### config.mk
export PLATFORM = sky130hd
export DESIGN_NAME = sorted_key_table_autoinc
export DESIGN_NICKNAME = d
export VERILOG_FILES = /design/src/rtl/skat_pkg.sv /design/src/rtl/skat_ram.sv /design/src/rtl/skat_ctrl.sv /design/src/rtl/skat_dp.sv /design/src/rtl/sorted_key_table_autoinc.sv
export SDC_FILE = /design/constraint.sdc
export NUM_CORES = 2
export LEC_CHECK = 0
export BUFFER_PORTS_ARGS = -buffer_cell sky130_fd_sc_hd__buf_2
export CORE_MARGIN = 8
export CORE_UTILIZATION = 57
export CTS_CLUSTER_DIAMETER = 40
export DETAILED_ROUTE_END_ITERATION = 12
export PLACE_DENSITY_LB_ADDON = 0.1
export SLEW_MARGIN = 20
export SYNTH_ARGS = -nofsm -noshare
export SYNTH_HDL_FRONTEND = slang
export SYNTH_SLANG_ARGS = --single-unit
### constraint.sdc
create_clock -name aclk -period 5.94 [get_ports aclk]
set_clock_uncertainty 0.1 [all_clocks]
set_input_delay 0.297 -clock aclk [delete_from_list [all_inputs] [get_ports aclk]]
set_output_delay 0.297 -clock aclk [all_outputs]
set_load 0.005 [all_outputs]
### src/rtl/skat_pkg.sv
`timescale 1ns / 1ps

package skat_pkg;

    localparam logic [1:0] REQ_INSERT = 2'd0;
    localparam logic [1:0] REQ_LOOKUP = 2'd1;
    localparam logic [1:0] REQ_DELETE = 2'd2;

    localparam logic [1:0] ST_OK             = 2'd0;
    localparam logic [1:0] ST_FULL           = 2'd1;
    localparam logic [1:0] ST_NOT_FOUND      = 2'd2;
    localparam logic [1:0] ST_KEYS_EXHAUSTED = 2'd3;

    typedef enum logic [1:0] {
        RS_ZERO  = 2'd0,
        RS_INS   = 2'd1,
        RS_FOUND = 2'd2
    } res_sel_t;

    typedef enum logic [7:0] {
        S_IDLE    = 8'b0000_0001,
        S_DISP    = 8'b0000_0010,
        S_INS_RD  = 8'b0000_0100,
        S_INS_CHK = 8'b0000_1000,
        S_SRCH    = 8'b0001_0000,
        S_CMP     = 8'b0010_0000,
        S_SHF_RD  = 8'b0100_0000,
        S_SHF_WR  = 8'b1000_0000
    } state_t;

    typedef struct packed {
        logic       load;
        logic       rd_last;
        logic       rd_mid;
        logic       rd_next;
        logic       wr_ins;
        logic       ins_first;
        logic       wr_shift;
        logic       step;
        logic       dec_count;
        logic       set_res;
        logic [1:0] res_status;
        res_sel_t   res_sel;
        logic       out_load;
    } cmd_t;

    typedef struct packed {
        logic [1:0] req;
        logic       full;
        logic       empty;
        logic       exhausted;
        logic       range_empty;
        logic       key_eq;
        logic       key_lt;
        logic       shift_more;
        logic       out_free;
    } stat_t;

endpackage

### src/rtl/skat_ram.sv
`timescale 1ns / 1ps

module skat_ram #(
    parameter int WIDTH = 20,
    parameter int DEPTH = 64
) (
    input  logic                     aclk,
    input  logic                     we,
    input  logic [$clog2(DEPTH)-1:0] waddr,
    input  logic [WIDTH-1:0]         wdata,
    input  logic [$clog2(DEPTH)-1:0] raddr,
    output logic [WIDTH-1:0]         rdata
);

    logic [WIDTH-1:0] mem [DEPTH];
    logic [WIDTH-1:0] rdata_reg;

    always_ff @(posedge aclk) begin
        if (we) begin
            mem[waddr] <= wdata;
        end
        rdata_reg <= mem[raddr];
    end

    assign rdata = rdata_reg;

endmodule

### src/rtl/skat_ctrl.sv
`timescale 1ns / 1ps

module skat_ctrl import skat_pkg::*; (
    input  logic  aclk,
    input  logic  aresetn,
    input  logic  s_valid,
    output logic  s_ready,
    input  stat_t stat,
    output cmd_t  cmd
);

    state_t state_reg, state_next;

    always_ff @(posedge aclk) begin
        if (!aresetn) begin
            state_reg <= S_IDLE;
        end else begin
            state_reg <= state_next;
        end
    end

    assign s_ready = (state_reg == S_IDLE) && stat.out_free;

    always_comb begin
        cmd        = '0;
        state_next = state_reg;
        unique case (state_reg)
            S_IDLE: begin
                if (s_valid && stat.out_free) begin
                    cmd.load   = 1'b1;
                    state_next = S_DISP;
                end
            end
            S_DISP: begin
                priority if (stat.req == REQ_INSERT) begin
                    if (stat.full) begin
                        cmd.set_res    = 1'b1;
                        cmd.res_status = ST_FULL;
                        cmd.out_load   = 1'b1;
                        state_next     = S_IDLE;
                    end else if (stat.empty) begin
                        cmd.wr_ins    = 1'b1;
                        cmd.ins_first = 1'b1;
                        cmd.set_res   = 1'b1;
                        cmd.res_sel   = RS_INS;
                        state_next    = S_IDLE;
                        cmd.out_load  = 1'b1;
                    end else begin
                        cmd.rd_last = 1'b1;
                        state_next  = S_INS_RD;
                    end
                end else if (stat.req == REQ_LOOKUP || stat.req == REQ_DELETE) begin
                    state_next = S_SRCH;
                end else begin
                    cmd.set_res  = 1'b1;
                    cmd.out_load = 1'b1;
                    state_next   = S_IDLE;
                end
            end
            S_INS_RD: begin
                cmd.rd_last = 1'b1;
                state_next  = S_INS_CHK;
            end
            S_INS_CHK: begin
                cmd.set_res  = 1'b1;
                cmd.out_load = 1'b1;
                if (stat.exhausted) begin
                    cmd.res_status = ST_KEYS_EXHAUSTED;
                end else begin
                    cmd.wr_ins  = 1'b1;
                    cmd.res_sel = RS_INS;
                end
                state_next = S_IDLE;
            end
            S_SRCH: begin
                if (stat.range_empty) begin
                    cmd.set_res    = 1'b1;
                    cmd.res_status = ST_NOT_FOUND;
                    cmd.out_load   = 1'b1;
                    state_next     = S_IDLE;
                end else begin
                    cmd.rd_mid = 1'b1;
                    state_next = S_CMP;
                end
            end
            S_CMP: begin
                if (stat.key_eq) begin
                    if (stat.req == REQ_LOOKUP) begin
                        cmd.set_res  = 1'b1;
                        cmd.res_sel  = RS_FOUND;
                        cmd.out_load = 1'b1;
                        state_next   = S_IDLE;
                    end else begin
                        state_next = S_SHF_RD;
                    end
                end else begin
                    cmd.step   = 1'b1;
                    state_next = S_SRCH;
                end
            end
            S_SHF_RD: begin
                if (stat.shift_more) begin
                    cmd.rd_next = 1'b1;
                    state_next  = S_SHF_WR;
                end else begin
                    cmd.dec_count = 1'b1;
                    cmd.set_res   = 1'b1;
                    cmd.out_load  = 1'b1;
                    state_next    = S_IDLE;
                end
            end
            S_SHF_WR: begin
                cmd.wr_shift = 1'b1;
                state_next   = S_SHF_RD;
            end
            default: begin
                state_next = S_IDLE;
            end
        endcase
    end

endmodule

### src/rtl/skat_dp.sv
`timescale 1ns / 1ps

module skat_dp import skat_pkg::*; #(
    parameter int CAPACITY = 64,
    parameter int KEY_BITS = 16
) (
    input  logic        aclk,
    input  logic        aresetn,
    input  logic [1:0]  s_req_type,
    input  logic [15:0] s_key,
    input  logic [1:0]  s_course_code,
    input  logic [1:0]  s_year_code,
    output logic        m_valid,
    input  logic        m_ready,
    output logic [1:0]  m_status,
    output logic [15:0] m_result_key,
    output logic [1:0]  m_result_course,
    output logic [1:0]  m_result_year,
    output logic [6:0]  m_fill_count,
    input  cmd_t        cmd,
    output stat_t       stat
);

    localparam int AW = $clog2(CAPACITY);
    localparam int CW = $clog2(CAPACITY + 1);
    localparam int WW = KEY_BITS + 4;

    logic [1:0]          req_reg;
    logic [KEY_BITS-1:0] key_reg;
    logic [1:0]          course_reg;
    logic [1:0]          year_reg;
    logic [CW-1:0]       count_reg;
    logic [CW-1:0]       lo_reg;
    logic [CW-1:0]       hi_reg;
    logic [AW-1:0]       mid_reg;

    logic [1:0]          res_status_reg;
    logic [15:0]         res_key_reg;
    logic [1:0]          res_course_reg;
    logic [1:0]          res_year_reg;

    logic                m_valid_reg;
    logic [1:0]          m_status_reg;
    logic [15:0]         m_key_reg;
    logic [1:0]          m_course_reg;
    logic [1:0]          m_year_reg;
    logic [6:0]          m_fill_reg;

    logic [WW-1:0]       rdata;
    logic [KEY_BITS-1:0] rd_key;
    logic [KEY_BITS-1:0] nk;
    logic [CW:0]         range_sum;
    logic [AW-1:0]       mid_calc;
    logic [CW-1:0]       j_inc;
    logic                we;
    logic [AW-1:0]       waddr;
    logic [WW-1:0]       wdata;
    logic [AW-1:0]       raddr;

    assign rd_key    = rdata[WW-1:4];
    assign nk        = cmd.ins_first ? KEY_BITS'(1) : rd_key + KEY_BITS'(1);
    assign range_sum = {1'b0, lo_reg} + {1'b0, hi_reg};
    assign mid_calc  = AW'(range_sum >> 1);
    assign j_inc     = CW'(mid_reg) + CW'(1);

    always_comb begin
        priority if (cmd.rd_last) begin
            raddr = AW'(count_reg - CW'(1));
        end else if (cmd.rd_next) begin
            raddr = AW'(j_inc);
        end else begin
            raddr = mid_calc;
        end
    end

    assign we    = cmd.wr_ins || cmd.wr_shift;
    assign waddr = cmd.wr_shift ? mid_reg : AW'(count_reg);
    assign wdata = cmd.wr_shift ? rdata : {nk, course_reg, year_reg};

    skat_ram #(
        .WIDTH(WW),
        .DEPTH(CAPACITY)
    ) u_ram (
        .aclk (aclk),
        .we   (we),
        .waddr(waddr),
        .wdata(wdata),
        .raddr(raddr),
        .rdata(rdata)
    );

    always_ff @(posedge aclk) begin
        if (!aresetn) begin
            count_reg   <= '0;
            m_valid_reg <= 1'b0;
        end else begin
            if (cmd.wr_ins) begin
                count_reg <= count_reg + CW'(1);
            end else if (cmd.dec_count) begin
                count_reg <= count_reg - CW'(1);
            end
            if (cmd.out_load) begin
                m_valid_reg <= 1'b1;
            end else if (m_valid && m_ready) begin
                m_valid_reg <= 1'b0;
            end
        end
    end

    always_ff @(posedge aclk) begin
        if (cmd.load) begin
            req_reg    <= s_req_type;
            key_reg    <= KEY_BITS'(s_key);
            course_reg <= s_course_code;
            year_reg   <= s_year_code;
            lo_reg     <= '0;
            hi_reg     <= count_reg;
        end else if (cmd.step) begin
            if (stat.key_lt) begin
                hi_reg <= CW'(mid_reg);
            end else begin
                lo_reg <= j_inc;
            end
        end
        if (cmd.rd_mid) begin
            mid_reg <= mid_calc;
        end else if (cmd.wr_shift) begin
            mid_reg <= AW'(j_inc);
        end
        if (cmd.set_res) begin
            res_status_reg <= cmd.res_status;
            unique case (cmd.res_sel)
                RS_INS: begin
                    res_key_reg    <= 16'(nk);
                    res_course_reg <= 2'd0;
                    res_year_reg   <= 2'd0;
                end
                RS_FOUND: begin
                    res_key_reg    <= 16'(rd_key);
                    res_course_reg <= rdata[3:2];
                    res_year_reg   <= rdata[1:0];
                end
                default: begin
                    res_key_reg    <= 16'd0;
                    res_course_reg <= 2'd0;
                    res_year_reg   <= 2'd0;
                end
            endcase
        end
    end

    // The result is registered in the cycle it is decided, so the output
    // stage takes it in the cycle after, together with the updated count.
    logic out_load_d_reg;

    always_ff @(posedge aclk) begin
        if (!aresetn) begin
            out_load_d_reg <= 1'b0;
        end else begin
            out_load_d_reg <= cmd.out_load;
        end
    end

    always_ff @(posedge aclk) begin
        if (out_load_d_reg) begin
            m_status_reg <= res_status_reg;
            m_key_reg    <= res_key_reg;
            m_course_reg <= res_course_reg;
            m_year_reg   <= res_year_reg;
            m_fill_reg   <= 7'(count_reg);
        end
    end

    assign stat.req         = req_reg;
    assign stat.full        = (count_reg >= CW'(CAPACITY));
    assign stat.empty       = (count_reg == '0);
    assign stat.exhausted   = &rd_key;
    assign stat.range_empty = (lo_reg >= hi_reg);
    assign stat.key_eq      = (rd_key == key_reg);
    assign stat.key_lt      = (key_reg < rd_key);
    assign stat.shift_more  = (j_inc < count_reg);
    assign stat.out_free    = !m_valid_reg && !out_load_d_reg;

    assign m_valid         = m_valid_reg && !out_load_d_reg;
    assign m_status        = m_status_reg;
    assign m_result_key    = m_key_reg;
    assign m_result_course = m_course_reg;
    assign m_result_year   = m_year_reg;
    assign m_fill_count    = m_fill_reg;

endmodule

### src/rtl/sorted_key_table_autoinc.sv
`timescale 1ns / 1ps
// Channel  | Handshake          | Payload
// ---------+--------------------+-----------------------------------------------
// request  | s_valid / s_ready  | s_req_type, s_key, s_course_code, s_year_code
// result   | m_valid / m_ready  | m_status, m_result_key, m_result_course,
//          |                    | m_result_year, m_fill_count
//
// One item is in flight at a time; each passes through a table memory with
// one read port, one write port and a registered read. Insert appends at
// the end, lookup is a binary search, and delete moves every later record
// down one slot after the search. Synchronous active-low reset empties the
// table at once; the memory itself is not cleared. A stalled result holds
// the next item at the request port.

module sorted_key_table_autoinc import skat_pkg::*; #(
    parameter int CAPACITY = 64,
    parameter int KEY_BITS = 16
) (
    input  logic        aclk,
    input  logic        aresetn,
    input  logic        s_valid,
    output logic        s_ready,
    input  logic [1:0]  s_req_type,
    input  logic [15:0] s_key,
    input  logic [1:0]  s_course_code,
    input  logic [1:0]  s_year_code,
    output logic        m_valid,
    input  logic        m_ready,
    output logic [1:0]  m_status,
    output logic [15:0] m_result_key,
    output logic [1:0]  m_result_course,
    output logic [1:0]  m_result_year,
    output logic [6:0]  m_fill_count
);

    cmd_t  cmd;
    stat_t stat;

    skat_ctrl u_ctrl (
        .aclk   (aclk),
        .aresetn(aresetn),
        .s_valid(s_valid),
        .s_ready(s_ready),
        .stat   (stat),
        .cmd    (cmd)
    );

    skat_dp #(
        .CAPACITY(CAPACITY),
        .KEY_BITS(KEY_BITS)
    ) u_dp (
        .aclk           (aclk),
        .aresetn        (aresetn),
        .s_req_type     (s_req_type),
        .s_key          (s_key),
        .s_course_code  (s_course_code),
        .s_year_code    (s_year_code),
        .m_valid        (m_valid),
        .m_ready        (m_ready),
        .m_status       (m_status),
        .m_result_key   (m_result_key),
        .m_result_course(m_result_course),
        .m_result_year  (m_result_year),
        .m_fill_count   (m_fill_count),
        .cmd            (cmd),
        .stat           (stat)
    );

    a_one_item: assert property (@(posedge aclk) disable iff (!aresetn)
        (s_valid && s_ready) |=> !s_ready)
        else $error("request accepted while another item is in progress");

    a_no_write_when_full: assert property (@(posedge aclk) disable iff (!aresetn)
        cmd.wr_ins |-> !stat.full)
        else $error("insert written into a full table");

    a_failed_key_zero: assert property (@(posedge aclk) disable iff (!aresetn)
        (m_valid && m_status != ST_OK) |-> (m_result_key == 16'd0))
        else $error("failed request returned a nonzero key");

    a_single_write: assert property (@(posedge aclk) disable iff (!aresetn)
        !(cmd.wr_ins && cmd.wr_shift))
        else $error("insert and shift write in the same cycle");

endmodule

## Yosys cells after proc, flatten, opt, wreduce, memory -nomap -nowiden

Memory sizes are Yosys's and may differ from the RTL's. A register that Yosys moved wholly into a read port is not among the register bits.
Index checks and enable logic that the tools add are counted.

| word-level totals | value |
|---|---|
| flip-flop bits (word level) | 110 |
| bits in latches | 0 |
| bits in writable memories | 1280 |
| bits in read-only memories | 0 |
| input port bits | 26 |
| logic and storage cells | 135 |
| memories kept | 1 |

| cells by class | value |
|---|---|
| add/sub/neg operators | 5 |
| multiply operators | 0 |
| divide/modulo/power cells | 0 |
| $lt $le $gt $ge | 4 |
| equality and inequality tests | 14 |
| shift operators | 0 |
| multiplexer cells | 71 |
| bitwise operators | 1 |
| reductions and logical operators | 19 |

Memories:

| name | words | width | rd ports | clocked after Yosys merged registers in | write ports | line | source |
|---|---|---|---|---|---|---|---|
| u_dp.u_ram.mem | 64 | 20 | 1 | 1 | 1 | skat_ram.sv:15 | `logic [WIDTH-1:0] mem [DEPTH];` |

Operators by type and width:

| operator | number |
|---|---|
| case mux 8 bit (7 select lines) | 1 |
| 2-to-1 mux 7 bit | 6 |
| 2-to-1 mux 6 bit | 6 |
| 2-to-1 mux 1 bit | 32 |
| case mux 16 bit (2 select lines) | 1 |
| 2-to-1 mux 8 bit | 3 |
| 2-to-1 mux 20 bit | 1 |
| 2-to-1 mux 3 bit | 6 |
| adder 16 x 1 -> 16 bit (second input constant) | 1 |
| == test 16 bit | 1 |
| less-than comparator 16 bit | 1 |
| 2-to-1 mux 16 bit | 1 |
| AND reduction 16 bit | 1 |
| 2-to-1 mux 2 bit | 6 |
| case mux 2 bit (3 select lines) | 2 |
| 2-to-1 mux 5 bit | 2 |
| case mux 1 bit (5 select lines) | 2 |
| nonzero test 2 bit | 5 |
| == test 8 x 1 -> 1 bit (second input constant) | 1 |
| == test 8 x 2 -> 1 bit (second input constant) | 1 |
| == test 8 x 3 -> 1 bit (second input constant) | 1 |
| == test 8 x 4 -> 1 bit (second input constant) | 1 |
| == test 8 x 5 -> 1 bit (second input constant) | 1 |
| == test 8 x 6 -> 1 bit (second input constant) | 1 |
| 20 further kinds | 30 |

## Depth between registers and ports, before layout

| depth | value |
|---|---|
| depth after elaboration | 8 |
| gate-level depth with buffers | 19 |
| mapped depth without buffers | 14 |

## By module

A second synthesis with hierarchy kept.

| second synthesis, totals | value |
|---|---|
| cell total of the unflattened synthesis | 2888 |
| area total of the unflattened synthesis | 55896.1 um^2 |

Modules (own cells, without submodules):

| module | times used | cells an instance | area each (um^2) | seq. area each (um^2) |
|---|---|---|---|---|
| skat_ram | 1 | 2243 | 49495.0 | 38837.2 |
| skat_dp | 1 | 564 | 5798.1 | 2902.8 |
| skat_ctrl | 1 | 81 | 603.1 | 160.2 |

## Worst setup path before layout

Ideal clock, no wire load.

| path | value |
|---|---|
| path type | reg-to-reg |
| start point | register u_ctrl.state_reg[2] |
| end point | memory u_dp.u_ram.mem[0][5], data pin |
| setup time | 0.702 ns |
| arrival time | 4.414 ns |
| setup slack | 0.725 ns |
| stages on the path, launching flop included | 7 |
| clock period less this slack | 5.215 ns |
| path through | dfxtp_1 -> nor4_4 -> or4b_2 -> clkbuf_1 -> clkbuf_1 -> clkbuf_1 -> o21ai_0 |

| on the way | value |
|---|---|
| longest elaborated chain between the ends | 4 |
| elaborated cells between the ends (all ways) | 6 |

Ends and longest elaborated chain:

| element | line | source |
|---|---|---|
| from (decl) | skat_ctrl.sv:12 | `state_t state_reg, state_next;` |
| from (signal assigned) | skat_ctrl.sv:18 | `state_reg <= state_next;` |
| == test 8 x 2 -> 1 bit | skat_ctrl.sv:27 | `unique case (state_reg)` |
| 2-to-1 mux 1 bit | skat_ctrl.sv:27 |  |
| 2-to-1 mux 16 bit | skat_dp.sv:61 | `assign nk = cmd.ins_first ? KEY_BITS'(1) : rd_key + KEY_BITS'(1);` |
| 2-to-1 mux 20 bit (*) | skat_dp.sv:78 | `assign wdata = cmd.wr_shift ? rdata : {nk, course_reg, year_reg};` |
| net u_dp.u_ram.wdata[5] | skat_ram.sv:10 | `input logic [WIDTH-1:0] wdata,` |
| to (decl) | skat_ram.sv:15 |  |

The timed path passes the listed nets; every way through them passes the cells marked *.

## Worst setup path after layout

| path | value |
|---|---|
| start point | register u_dp.mid_reg[1] |
| end point | register u_dp.u_ram.rdata_reg[4], in the netlist u_dp.u_ram.rdata[4] (read register of u_dp.u_ram.mem) |

| on the way | value |
|---|---|
| longest elaborated chain between the ends | 6 |

Ends and longest elaborated chain:

| element | line | source |
|---|---|---|
| from (decl) | skat_dp.sv:35 | `logic [AW-1:0] mid_reg;` |
| from (signal assigned) | skat_dp.sv:126 | `mid_reg <= mid_calc;` |
| from (signal assigned) | skat_dp.sv:128 | `mid_reg <= AW'(j_inc);` |
| adder 6 x 1 -> 7 bit (*) | skat_dp.sv:64 | `assign j_inc = CW'(mid_reg) + CW'(1);` |
| net u_dp.j_inc[4] | skat_dp.sv:54 | `logic [CW-1:0] j_inc;` |
| less-than comparator 7 bit | skat_dp.sv:181 | `assign stat.shift_more = (j_inc < count_reg);` |
| 2-to-1 mux 1 bit | skat_ctrl.sv:102 | `if (stat.shift_more) begin` |
| 2-to-1 mux 1 bit | skat_ctrl.sv:27 |  |
| 2-to-1 mux 6 bit (*) | skat_dp.sv:69 | `end else if (cmd.rd_next) begin` |
| 2-to-1 mux 6 bit (*) | skat_dp.sv:67 | `priority if (cmd.rd_last) begin` |
| to (decl) | skat_ram.sv:16 | `logic [WIDTH-1:0] rdata_reg;` |

Marks and branches as above.
A chain may end at the register's enable or synchronous reset.

==> metrics.md <==
| Metric | Value |
|---|---|
| WP data required | `6400 ps` |
| Vias in the first global route | `33100` |
| Relative slew slack | `25.1%` |
| Worst Path Arrival | `6170 ps` |
| Max Buffers Root-to-Sink | `3` |
| Core Area | `99400 µm²` |
| Max reg flops | `1280` |
| Drt pass-1 iters | `6` |
| Worst R2R Start | `u_dp.mid_reg[1]$_DFFE_PP_` |
| Synth Area per Inst | `14.2 µm²` |
| Crit share post-route | `96.1%` |
| Worst-Margin Slew | `1120 ps` |
| Hpwl dp | `90600 µm` |
| Layout Nets | `4279` |
| Clock sink total | `1410` |
| Cell Rows | `116` |
| Final wirelength | `153000 µm` |
| Clk root buf | `clkbuf_16` |
| DRC Markers | `0` |
| Sequential share of the synthesized area | `73.7%` |
| Antenna violations before repair | `4` |
| Yosys warning count | `0` |
| RSZ-0062 raised after global routing | `false` |
| Global route total overflow | `0` |
| Fillers | `6945` |
| Util after Layout | `65.9%` |
| Global-route wire length before repair | `224000 µm` |
| Iter 0 DRT Violations | `4161` |
| Ys async rst share | `0%` |
| Die ar. | `110000 µm²` |
| VDD IR max | `0.000324 V` |
| Kind of end point of the critical path | `flip-flop` |
| Min Tclk post-route | `5710 ps` |
| Via count | `35000` |
| Final RePlAce weighted congestion | `0.932` |
| Max Cap Violations | `0` |
| Fmax | `175 MHz` |
| Hold Vio Cnt, Final | `0` |
| Critical Path Source | `u_dp.mid_reg[1]$_DFFE_PP_` |
| Status | `complete, no violations` |
| Post-CTS Setup Repair Bufs | `0` |
| Synth unique cells | `67` |
| Num CTS Buffers | `167` |
| RR Endpoint | `u_dp.u_ram.rdata[4]$_DFF_P_` |
| Final ANT Viol Nets | `0` |
| Hold Crit Class | `input port to flip-flop` |
| CTS tree | `done` |
| IO Count | `57` |
| Startpoint Class | `flip-flop` |
| Vias/cell | `6.19` |
| Syn Inst Count | `4008` |
| Worst Setup EP | `u_dp.u_ram.rdata[4]$_DFF_P_` |
| Syn Nets | `4079` |
| Post-Place Worst Slack | `351 ps` |
| # setup viols final | `0` |
| Largest net degree at the start of global routing | `118` |
| Setup WS post-layout | `234 ps` |
| Area growth syn-to-layout | `15.3%` |
| P_leak | `23.1 nW` |
| Initial Util | `57.2%` |
| Die H | `332 µm` |
| CTS clk-pin slew, worst paths | `50 ps` |
| Cells after DPL | `5312` |
| Cell Pwr Density | `395 nW/µm²` |
| Main flop type after synthesis | `edfxtp_1` |
| Setup TNS | `0 ps` |
| Per-cell routed wire length | `27.2 µm` |
| Final Instance Count excl. Fillers | `5645` |
| Pins Over Slew Limit | `0` |
| Commonest non-fill, non-tap cell in the layout | `edfxtp_1` |
| EDFF count, synth | `1366` |
| Critical path class | `flip-flop to flip-flop` |
| R2R depth | `17` |
| Commonest cells after routing, fill and taps aside | `edfxtp_1, nand2_1, nand3_1, mux2i_1, clkbuf_16` |
| Synthesis-stage register bit count | `1410` |
| Die Width | `332 µm` |
| Worst Path Max Fanout | `47` |
| I/O Buffers | `56` |
| Worst skew pair latency | `770 ps` |
| Synth Cell Area | `56800 µm²` |
| H-Tree Depth | `4` |
| Layout cell share with drive strength beyond 1 | `14.5%` |
| Total GRT Usage | `27.2%` |
| Reg2Reg Setup Slack | `230 ps` |
[where the power goes]
part	leakage, nW	internal (W)	switching (W)
clock network	2.64	0.00600	0.00408
registers	12.6	0.0120	0.000202
logic	7.85	0.000915	0.00274
[per-layer routing]
metal	wire [µm]	global-route usage, %	up-vias
met2	69800	42.1	1761
met4	5660	9.86	0
met3	14500	5.40	276
li1	-	-	15600
met5	0	0	-
met1	63500	38.6	17400
[how the worst min path moves through the flow]
stage	from	to	slack [ps]	cells after the start
after floorplan	s_course_code[0]	u_dp.course_reg[0]$_DFFE_PP_	300	0
after global placement	u_dp.res_course_reg[1]$_SDFFCE_PP0P_	u_dp.m_result_course[1]$_DFFE_PP_	300	0
after detailed placement	u_dp.res_key_reg[2]$_DFFE_PP_	u_dp.m_result_key[2]$_DFFE_PP_	300	0
after CTS	s_valid	u_ctrl.state_reg[3]$_SDFFE_PN0P_	80	5
after global routing	s_year_code[1]	u_dp.year_reg[1]$_DFFE_PP_	160	2
final	s_valid	u_ctrl.state_reg[3]$_SDFFE_PN0P_	130	5
[cells by family (layout without fill, tap and decap cells)]
group | count (synthesis) | in the layout | share of synthesized area, %
other cells | 0 | 2 | 0
simple gates | 1563 | 1563 | 12.7
buf+inv | 284 | 621 | 2.16
xor+xnor | 16 | 16 | 0.247
flops | 1410 | 1410 | 73.7
compound gates | 370 | 370 | 4.50
fa+ha+maj | 45 | 45 | 1.00
mux | 320 | 320 | 5.68
[metrics by stage]
stage                     total power, W  cell area (µm²)  hold WS, ps
after floorplan                   0.0142            56800          296
after global placement            0.0159            59700          301
after detailed placement          0.0160            59800          305
after CTS                         0.0260            65500         78.2
after global routing              0.0266            65500          156
final                             0.0259            65500          134
[final cells by class]
| type | count | area (µm²) | area share (%) |
|---|---|---|---|
| diodes | 2 | 5.00 | 0.00764 |
| flip-flops and latches | 1410 | 41900 | 63.9 |
| clock inverters | 110 | 1120 | 1.71 |
| clock buffers | 196 | 4390 | 6.71 |
| inverters | 45 | 169 | 0.258 |
| multi-input cells | 2314 | 14100 | 21.5 |
| repair buffers | 270 | 2210 | 3.38 |
| well taps | 1298 | 1620 | 2.48 |
[critical path: stages, from the launching register on]
cell	delay (ps)
edfxtp_1	520
ha_1	240
nand3_1	110
xnor2_1	390
ha_1	330
a21oi_1	170
o21a_1	230
o2111a_1	200
a211o_1	150
and2_4	560
buf_12	350
buf_4	420
buf_4	290
nand2_1	80
nand3_1	80
nand3_1	130
nor4bb_2	300
nor4_1	760
[cells in the mapped netlist (all sizes together) (45+ instances only)]
master,instances,area [µm²]
a21oi,71,355
a32oi,64,561
and3,51,319
buf,105,558
clkbuf,134,503
edfxtp,1366,41000
inv,45,169
mux2i,312,3130
nand2,814,3060
nand3,365,1830
nor2,137,514
nor4,46,303
o21ai,56,280
o22ai,62,388
[repair_timing]
action / CTS / global route
hold buffers: 25 / 0
resized for setup: 0 / 0
hold endpoints to repair: 34 / 0
(Power assumes the default switching activity.)
